`config.mk`:
```
export PLATFORM = sky130hd
export DESIGN_NAME = addressed_serial_io_command_slave
export DESIGN_NICKNAME = d
export VERILOG_FILES = /design/src/rtl/asio_pkg.sv /design/src/rtl/addressed_serial_io_command_slave.sv
export SDC_FILE = /design/constraint.sdc
export NUM_CORES = 1
export LEC_CHECK = 0
export BUFFER_PORTS_ARGS = -buffer_cell sky130_fd_sc_hd__clkbuf_2
export CAP_MARGIN = 20
export CORE_ASPECT_RATIO = 0.75
export CORE_MARGIN = 2
export CORE_UTILIZATION = 58
export CTS_CLUSTER_SIZE = 28
export DETAILED_ROUTE_END_ITERATION = 6
export PLACE_DENSITY = 0.85
export SLEW_MARGIN = 20
export SYNTH_ARGS = -nofsm -noshare
export SYNTH_HDL_FRONTEND = slang
export SYNTH_SLANG_ARGS = --single-unit
```
`constraint.sdc`:
```
create_clock -name clk -period 4.7 [get_ports clk]
set_input_delay 0.47 -clock clk [delete_from_list [all_inputs] [get_ports clk]]
set_output_delay 0.47 -clock clk [all_outputs]
set_load 0.01 [all_outputs]
```
`src/rtl/asio_pkg.sv`:
```
// asio_pkg: shared widths, event codes, command bytes and register indexes
// for the addressed serial I/O command slave. No dependencies.
`default_nettype none

package asio_pkg;

  localparam int ADDR_W      = 7;
  localparam int BYTE_W      = 8;
  localparam int ADC_W       = 10;
  localparam int LED_W       = 19;
  localparam int OP_W        = 2;
  localparam int CFG_IDX_W   = 1;
  localparam int CFG_DATA_W  = 19;

  localparam int REPLY_DEPTH = 2;
  localparam int REPLY_SEL_W = $clog2(REPLY_DEPTH);
  localparam int REPLY_IDX_W = $clog2(REPLY_DEPTH + 1);

  localparam logic [ADDR_W-1:0] START_ADDR_RESET = 7'd1;
  localparam logic [LED_W-1:0]  LED_HOLD_RESET   = 19'd500000;

  // Event codes carried by in_operation
  typedef enum logic [OP_W-1:0] {
    OP_BYTE  = 2'd0,
    OP_TICK  = 2'd1,
    OP_READY = 2'd2,
    OP_NOP   = 2'd3
  } op_t;

  // Command bytes
  localparam logic [BYTE_W-1:0] ADDR_FLAG    = 8'h80;
  localparam logic [BYTE_W-1:0] CMD_SET_OUT  = 8'h10;
  localparam logic [BYTE_W-1:0] CMD_GET_DIN  = 8'h20;
  localparam logic [BYTE_W-1:0] CMD_GET_AIN0 = 8'h30;
  localparam logic [BYTE_W-1:0] CMD_GET_AIN3 = 8'h33;
  localparam logic [BYTE_W-1:0] CMD_SET_ADDR = 8'h40;

  // Configuration register indexes
  localparam logic [CFG_IDX_W-1:0] CFG_START_ADDR = 1'b0;
  localparam logic [CFG_IDX_W-1:0] CFG_LED_HOLD   = 1'b1;

endpackage

`default_nettype wire

```
`src/rtl/addressed_serial_io_command_slave.sv`:
```
// addressed_serial_io_command_slave: byte-protocol command slave for an I/O
// board, one event per item, one result per item. Depends on asio_pkg.
`default_nettype none

// Channel | direction | handshake             | payload
// --------+-----------+-----------------------+--------------------------------
// in_     | input     | in_valid / in_stall   | operation, rx_byte, inputs, adc
// out_    | output    | out_valid / out_stall | tx, outputs, led, address
// cfg_    | input     | cfg_valid / cfg_ready | cfg_index, cfg_data
//
// One item per cycle while the sink does not stall the result register. An
// accepted item updates the state and loads the result register at the same edge.
// The result register is the only buffer; in_stall is high while it holds
// an item that the sink stalls, so an item can enter in the cycle its
// predecessor leaves. Reset (rst_n low, synchronous) holds in_stall high
// and cfg_ready low, empties the result register and loads the address.

module addressed_serial_io_command_slave
  import asio_pkg::*;
(
  input  wire                    clk,
  input  wire                    rst_n,

  input  wire                    in_valid,
  output logic                   in_stall,
  input  wire  [OP_W-1:0]        in_operation,
  input  wire  [BYTE_W-1:0]      in_rx_byte,
  input  wire  [BYTE_W-1:0]      in_digital_inputs,
  input  wire  [ADC_W-1:0]       in_analog_ch0,
  input  wire  [ADC_W-1:0]       in_analog_ch1,
  input  wire  [ADC_W-1:0]       in_analog_ch2,
  input  wire  [ADC_W-1:0]       in_analog_ch3,
  input  wire                    in_button_held,
  input  wire                    in_address_store_ok,

  output logic                   out_valid,
  input  wire                    out_stall,
  output logic                   out_tx_valid,
  output logic [BYTE_W-1:0]      out_tx_byte,
  output logic                   out_tx_enabled,
  output logic                   out_outputs_write,
  output logic [BYTE_W-1:0]      out_outputs_value,
  output logic                   out_led_lit,
  output logic [ADDR_W-1:0]      out_current_address,

  input  wire                    cfg_valid,
  output logic                   cfg_ready,
  input  wire  [CFG_IDX_W-1:0]   cfg_index,
  input  wire  [CFG_DATA_W-1:0]  cfg_data
);

  // Command machine phases
  typedef enum logic [2:0] {
    PH_IDLE,
    PH_WAIT_CMD,
    PH_WAIT_OUT,
    PH_WAIT_ADDR,
    PH_SENDING,
    PH_READ_PENDING
  } phase_t;

  // Command latched from the command byte
  typedef enum logic [2:0] {
    PC_NONE,
    PC_SET_OUT,
    PC_DIN,
    PC_AIN0,
    PC_AIN1,
    PC_AIN2,
    PC_AIN3,
    PC_SET_ADDR
  } pend_t;

  phase_t                  phase_r, phase_nxt;
  pend_t                   pend_r, pend_nxt;
  logic [BYTE_W-1:0]       reply_r   [REPLY_DEPTH];
  logic [BYTE_W-1:0]       reply_nxt [REPLY_DEPTH];
  logic [REPLY_IDX_W-1:0]  ridx_r, ridx_nxt;
  logic [ADDR_W-1:0]       own_r, own_nxt;
  logic [LED_W-1:0]        led_r, led_nxt;
  logic                    txon_r, txon_nxt;
  logic [ADDR_W-1:0]       start_r, start_nxt;
  logic [LED_W-1:0]        hold_r, hold_nxt;

  logic                    out_valid_r, out_valid_nxt;
  logic                    tx_valid_r, tx_valid_nxt;
  logic [BYTE_W-1:0]       tx_byte_r, tx_byte_nxt;
  logic                    tx_en_r, tx_en_nxt;
  logic                    owr_r, owr_nxt;
  logic [BYTE_W-1:0]       oval_r, oval_nxt;
  logic                    lit_r, lit_nxt;
  logic [ADDR_W-1:0]       caddr_r, caddr_nxt;

  logic                    accept;
  logic                    cfg_wr;
  logic                    is_ain;
  logic                    done;
  logic [ADC_W-1:0]        adc_sel;

  // The result register is the skid stage: stall only in reset or while it is
  // full and the sink holds it.
  assign in_stall  = !rst_n || (out_valid_r && out_stall);
  assign cfg_ready = rst_n;
  assign accept    = in_valid && !in_stall;
  assign cfg_wr    = cfg_valid && cfg_ready;

  assign is_ain = (pend_r == PC_AIN0) || (pend_r == PC_AIN1) ||
                  (pend_r == PC_AIN2) || (pend_r == PC_AIN3);

  // Analog channel picked by the latched read command
  always_comb begin
    case (pend_r)
      PC_AIN0: adc_sel = in_analog_ch0;
      PC_AIN1: adc_sel = in_analog_ch1;
      PC_AIN2: adc_sel = in_analog_ch2;
      PC_AIN3: adc_sel = in_analog_ch3;
      default: adc_sel = in_analog_ch0;
    endcase
  end

  always_comb begin
    phase_nxt  = phase_r;
    pend_nxt   = pend_r;
    reply_nxt  = reply_r;
    ridx_nxt   = ridx_r;
    own_nxt    = own_r;
    led_nxt    = led_r;
    txon_nxt   = txon_r;
    start_nxt  = start_r;
    hold_nxt   = hold_r;
    done       = 1'b1;

    tx_valid_nxt = 1'b0;
    tx_byte_nxt  = '0;
    owr_nxt      = 1'b0;
    oval_nxt     = '0;
    lit_nxt      = 1'b0;

    if (accept) begin
      case (op_t'(in_operation))
        OP_BYTE: begin
          case (phase_r)
            PH_IDLE: begin
              if (in_rx_byte[BYTE_W-1] && (in_rx_byte[ADDR_W-1:0] == own_r)) begin
                phase_nxt = PH_WAIT_CMD;
              end
            end
            PH_WAIT_CMD: begin
              if (in_rx_byte == CMD_SET_OUT) begin
                pend_nxt  = PC_SET_OUT;
                phase_nxt = PH_WAIT_OUT;
              end else if (in_rx_byte == CMD_SET_ADDR) begin
                pend_nxt  = PC_SET_ADDR;
                phase_nxt = PH_WAIT_ADDR;
              end else if (in_rx_byte == CMD_GET_DIN) begin
                pend_nxt  = PC_DIN;
                phase_nxt = PH_READ_PENDING;
              end else if (in_rx_byte inside {[CMD_GET_AIN0:CMD_GET_AIN3]}) begin
                // low two bits of the command pick the channel
                pend_nxt  = pend_t'(3'(PC_AIN0) + {1'b0, in_rx_byte[1:0]});
                phase_nxt = PH_READ_PENDING;
              end else begin
                pend_nxt  = PC_NONE;
                phase_nxt = PH_IDLE;
              end
            end
            PH_WAIT_OUT: begin
              owr_nxt   = 1'b1;
              oval_nxt  = in_rx_byte;
              phase_nxt = PH_IDLE;
            end
            PH_WAIT_ADDR: begin
              if (in_button_held && in_address_store_ok) begin
                own_nxt = in_rx_byte[ADDR_W-1:0];
                led_nxt = hold_r;
              end
              phase_nxt = PH_IDLE;
            end
            default: begin
            end
          endcase
        end

        OP_TICK: begin
          if (phase_r == PH_READ_PENDING) begin
            if (pend_r == PC_DIN) begin
              reply_nxt[0] = in_digital_inputs;
            end else if (is_ain) begin
              reply_nxt[0] = adc_sel[BYTE_W-1:0];
              reply_nxt[1] = BYTE_W'(adc_sel[ADC_W-1:BYTE_W]);
              ridx_nxt     = REPLY_IDX_W'(1);
            end
            if ((pend_r == PC_DIN) || is_ain) begin
              phase_nxt    = PH_SENDING;
              txon_nxt     = 1'b1;
              tx_valid_nxt = 1'b1;
              tx_byte_nxt  = reply_nxt[0];
            end
          end
          if (led_r != '0) begin
            led_nxt = led_r - LED_W'(1);
            lit_nxt = 1'b1;
          end
        end

        OP_READY: begin
          if (phase_r == PH_SENDING) begin
            if (is_ain) begin
              if (ridx_r < REPLY_IDX_W'(REPLY_DEPTH)) begin
                tx_valid_nxt = 1'b1;
                tx_byte_nxt  = reply_r[ridx_r[REPLY_SEL_W-1:0]];
                ridx_nxt     = ridx_r + REPLY_IDX_W'(1);
                done         = 1'b0;
              end
            end else if (pend_r != PC_DIN) begin
              done = 1'b0;
            end
          end
          if (done) begin
            txon_nxt  = 1'b0;
            phase_nxt = PH_IDLE;
          end
        end

        default: begin
          // no-op event: result just reports the state
        end
      endcase
    end

    // Register writes are for the user to make only while no item is in flight; the block does not enforce it.
    if (cfg_wr) begin
      case (cfg_index)
        CFG_START_ADDR: begin
          start_nxt = cfg_data[ADDR_W-1:0];
          own_nxt   = cfg_data[ADDR_W-1:0];
        end
        CFG_LED_HOLD: hold_nxt = cfg_data[LED_W-1:0];
        default: begin
        end
      endcase
    end

    tx_en_nxt = txon_nxt;
    caddr_nxt = own_nxt;

    if (accept) begin
      out_valid_nxt = 1'b1;
    end else if (!out_stall) begin
      out_valid_nxt = 1'b0;
    end else begin
      out_valid_nxt = out_valid_r;
    end
  end

  always_ff @(posedge clk) begin
    if (!rst_n) begin
      phase_r     <= PH_IDLE;
      pend_r      <= PC_NONE;
      ridx_r      <= '0;
      own_r       <= START_ADDR_RESET;
      led_r       <= '0;
      txon_r      <= 1'b0;
      start_r     <= START_ADDR_RESET;
      hold_r      <= LED_HOLD_RESET;
      out_valid_r <= 1'b0;
    end else begin
      phase_r     <= phase_nxt;
      pend_r      <= pend_nxt;
      ridx_r      <= ridx_nxt;
      own_r       <= own_nxt;
      led_r       <= led_nxt;
      txon_r      <= txon_nxt;
      start_r     <= start_nxt;
      hold_r      <= hold_nxt;
      out_valid_r <= out_valid_nxt;
    end
    // payload: no reset needed
    reply_r <= reply_nxt;
    if (accept) begin
      tx_valid_r <= tx_valid_nxt;
      tx_byte_r  <= tx_byte_nxt;
      tx_en_r    <= tx_en_nxt;
      owr_r      <= owr_nxt;
      oval_r     <= oval_nxt;
      lit_r      <= lit_nxt;
      caddr_r    <= caddr_nxt;
    end
  end

  assign out_valid           = out_valid_r;
  assign out_tx_valid        = tx_valid_r;
  assign out_tx_byte         = tx_byte_r;
  assign out_tx_enabled      = tx_en_r;
  assign out_outputs_write   = owr_r;
  assign out_outputs_value   = oval_r;
  assign out_led_lit         = lit_r;
  assign out_current_address = caddr_r;

endmodule

`default_nettype wire

```
==> flow_summary.toml <==
[cts]
cts_setup_buffers = 0
htreeDepth = 3
hold_buffers = 0
clockRootBuffer = "clkbuf_16"
clk_latency_ns = 0.33
cts_tree = "done"
clkTransAtPathRegs_ns = 0.07
cts.path.max_buffers = 2
cts_made_buffers = 9
clock_sinks = 92
cts_resized = 0

[routing]
drtAntennaViolNets = 0
routed_wirelength_um = 12100
routed_via_density = 5.95
drc = 0
wl_per_cell_um = 16.2
drtPass1Iterations = 5
vias = 4438
drt_iter0_drc = 343

[final_layout]
area_growth_pct = 19.0
nets = 725
final_layout_size_suffix_gt1_share_pct = 25.1
fin_cells = 746
antenna_cells = 0
regArea_um2 = 2210
fillers = 641
multi_input_area_um2 = 2470
stdcell_area_um2 = 5880

[power_and_ir_drop]
finalPower_mw = 1.86
leakage_nw = 2.55
powerDensity_nw_per_um2 = 317
vdd_drop_max_uv = 209

[floorplanning]
ios = 115
die_area_um2 = 9290
die_y_um = 84.0
initial_utilization_pct = 59.0
die_x_um = 111
core_um2 = 8380
rows = 29

[synthesis]
syn_nets = 625
yosys_warnings = 0
synthFlopType = "dfxtp_1"
synthCells = 533
synth_simple_gate_area_share_pct = 20.5
synth_fa_ha_area_share_pct = 1.77
synthXorXnorAreaFrac_pct = 1.59
yosysMostFrequentCell = "nand2_1"
yosys.area.top_type = "edfxtp_1"
netlist_area_um2 = 4940
ys_seq_area_share_pct = 44.7
synth_area_leaders = "edfxtp_1, dfxtp_1, mux2i_1"
async_reset_ff_share_pct = 0
synth_edf_count = 37
ys_ff_latch = 92
netlist.area_leader.share_pct = 22.5
ys_top_cells_by_count = "nand2_1, dfxtp_1, nor2_1, a21oi_1, edfxtp_1"
syn-mean-instance-area_um2 = 9.28
synth_compound_area_share_pct = 17.3
synth_cell_types = 59
synth_mux_area_share_pct = 8.70
synth_top_family_by_area = "simple AND/OR/NAND/NOR gates"

[grt]
grt_overflow = 0
met2_usage_pct = 43.7
use_met1_pct = 34.1
grtUsageTotal_pct = 25.9
antenna_found_initial = 0
grt_pass1_wl_um = 19700
grt_pass1_vias = 4191
grt_use_met3_pct = 5.45
grt_max_degree = 53
grt.busiest_layer = "met2"

[placed_design]
preCtsSetupSlack_ns = 2.04
portBuffers = 114
gp_congestion = 0.902
post-dp-hpwl_um = 8790
placed_area_um2 = 5560
dp.cells = 730

[timing]
finalClockSkew_ns = 0.00503
fin_setup_tns_ns = 0
setup_viol = 0
fmax_ghz = 0.411
finalCritPeriodShare_pct = 51.8
slew_viol_final = 0
relSlewSlack_pct = 39.5
layout_min_cycle_time_ns = 2.43
timing_worst_slew_pin_value_ns = 0.905
rsz0062_at_grt = "false"
hold_viol = 0
final.setup.worst_slack_ns = 2.27

[worst_setup_path]
arrival_ns = 2.69
start_kind = "register"
required_ns = 4.96
critPathCaptureType = "register"
crit_type = "reg2reg"
cp_max_fo = 22

[status]
status = "finished, final reports clean"

[run]
max-cap-violations = 0

[worst_hold_path]
worstHoldPathType = "in2reg"
==> metal layers <==
layer	up-vias	routed length [um]
li1	2135	-
met1	2059	4940
met2	222	5960
met3	22	959
met4	0	225
met5	-	0
==> worst max-delay path, cell delays in order, from the launching register on <==
cell and delay (ns):
dfxtp_1 0.33, a21boi_2 0.18, nand2_1 0.17, inv_1 0.39, buf_4 0.39, nand3_1 0.26, or3b_2 0.49, a21oi_1 0.14
==> state kept, by name (all words and copies together) (netlist names), 7 cells and up <==
register,cells
hold_r,19
led_r,19
reply_r,10
out_outputs_value,8
out_tx_byte,8
out_current_address,7
own_r,7
==> layout by cell type (no fill, tap or decap), types with 13 or more instances in the layout <==
cell type	n
nor2_1	53
and2_1	13
mux2i_1	25
dfxtp_1	55
clkbuf_2	114
edfxtp_1	37
o21ai_0	15
nand2_1	58
inv_1	29
nand3_1	17
a21oi_1	45
==> through the flow <==
step,hold slack [ns],utilization [%]
after global routing,0.338,70.2
after floorplan,0.430,-
after CTS,0.324,70.2
after global placement,0.446,66.3
after detailed placement,0.450,66.3
final,0.322,70.2
==> cells by family (layout without fill, tap and decap cells) <==
kind of cell | after synthesis | count (layout)
compound gates | 130 | 130
buf+inv | 63 | 168
fa+ha+maj | 7 | 7
flops | 92 | 92
xor+xnor | 9 | 9
simple gates | 199 | 199
mux | 33 | 33
==> path summary, 6_finish.rpt <==
check,from,end,slack [ns],cells past startpoint
setup / recovery,out_valid$_SDFFE_PN0P_,pend_r[0]$_SDFFE_PN0P_,2.27,7
hold / removal,cfg_data[14],hold_r[14]$_SDFFE_PN0P_,0.32,3
setup reg to reg,out_valid$_SDFFE_PN0P_,pend_r[0]$_SDFFE_PN0P_,2.27,7
hold reg to reg,hold_r[1]$_SDFFE_PN0P_,hold_r[1]$_SDFFE_PN0P_,0.46,2
==> cell type report <==
class                      instances  area share [%]
tap                              108            2.30
inverter                          30            1.91
clock inverter                     7            1.68
clock buffer                       9            3.83
timing repair buffer             122            10.7
multi-input combinational        378            42.0
sequential                        92            37.6
==> power by group <==
group	leakage, nW	switching, mW	internal, mW	total (mW)
clock	0.158	0.307	0.470	0.777
sequential	0.793	0.0187	0.855	0.874
combinational	1.60	0.121	0.0914	0.212
No activity file was read; power rests on OpenSTA's default activity.
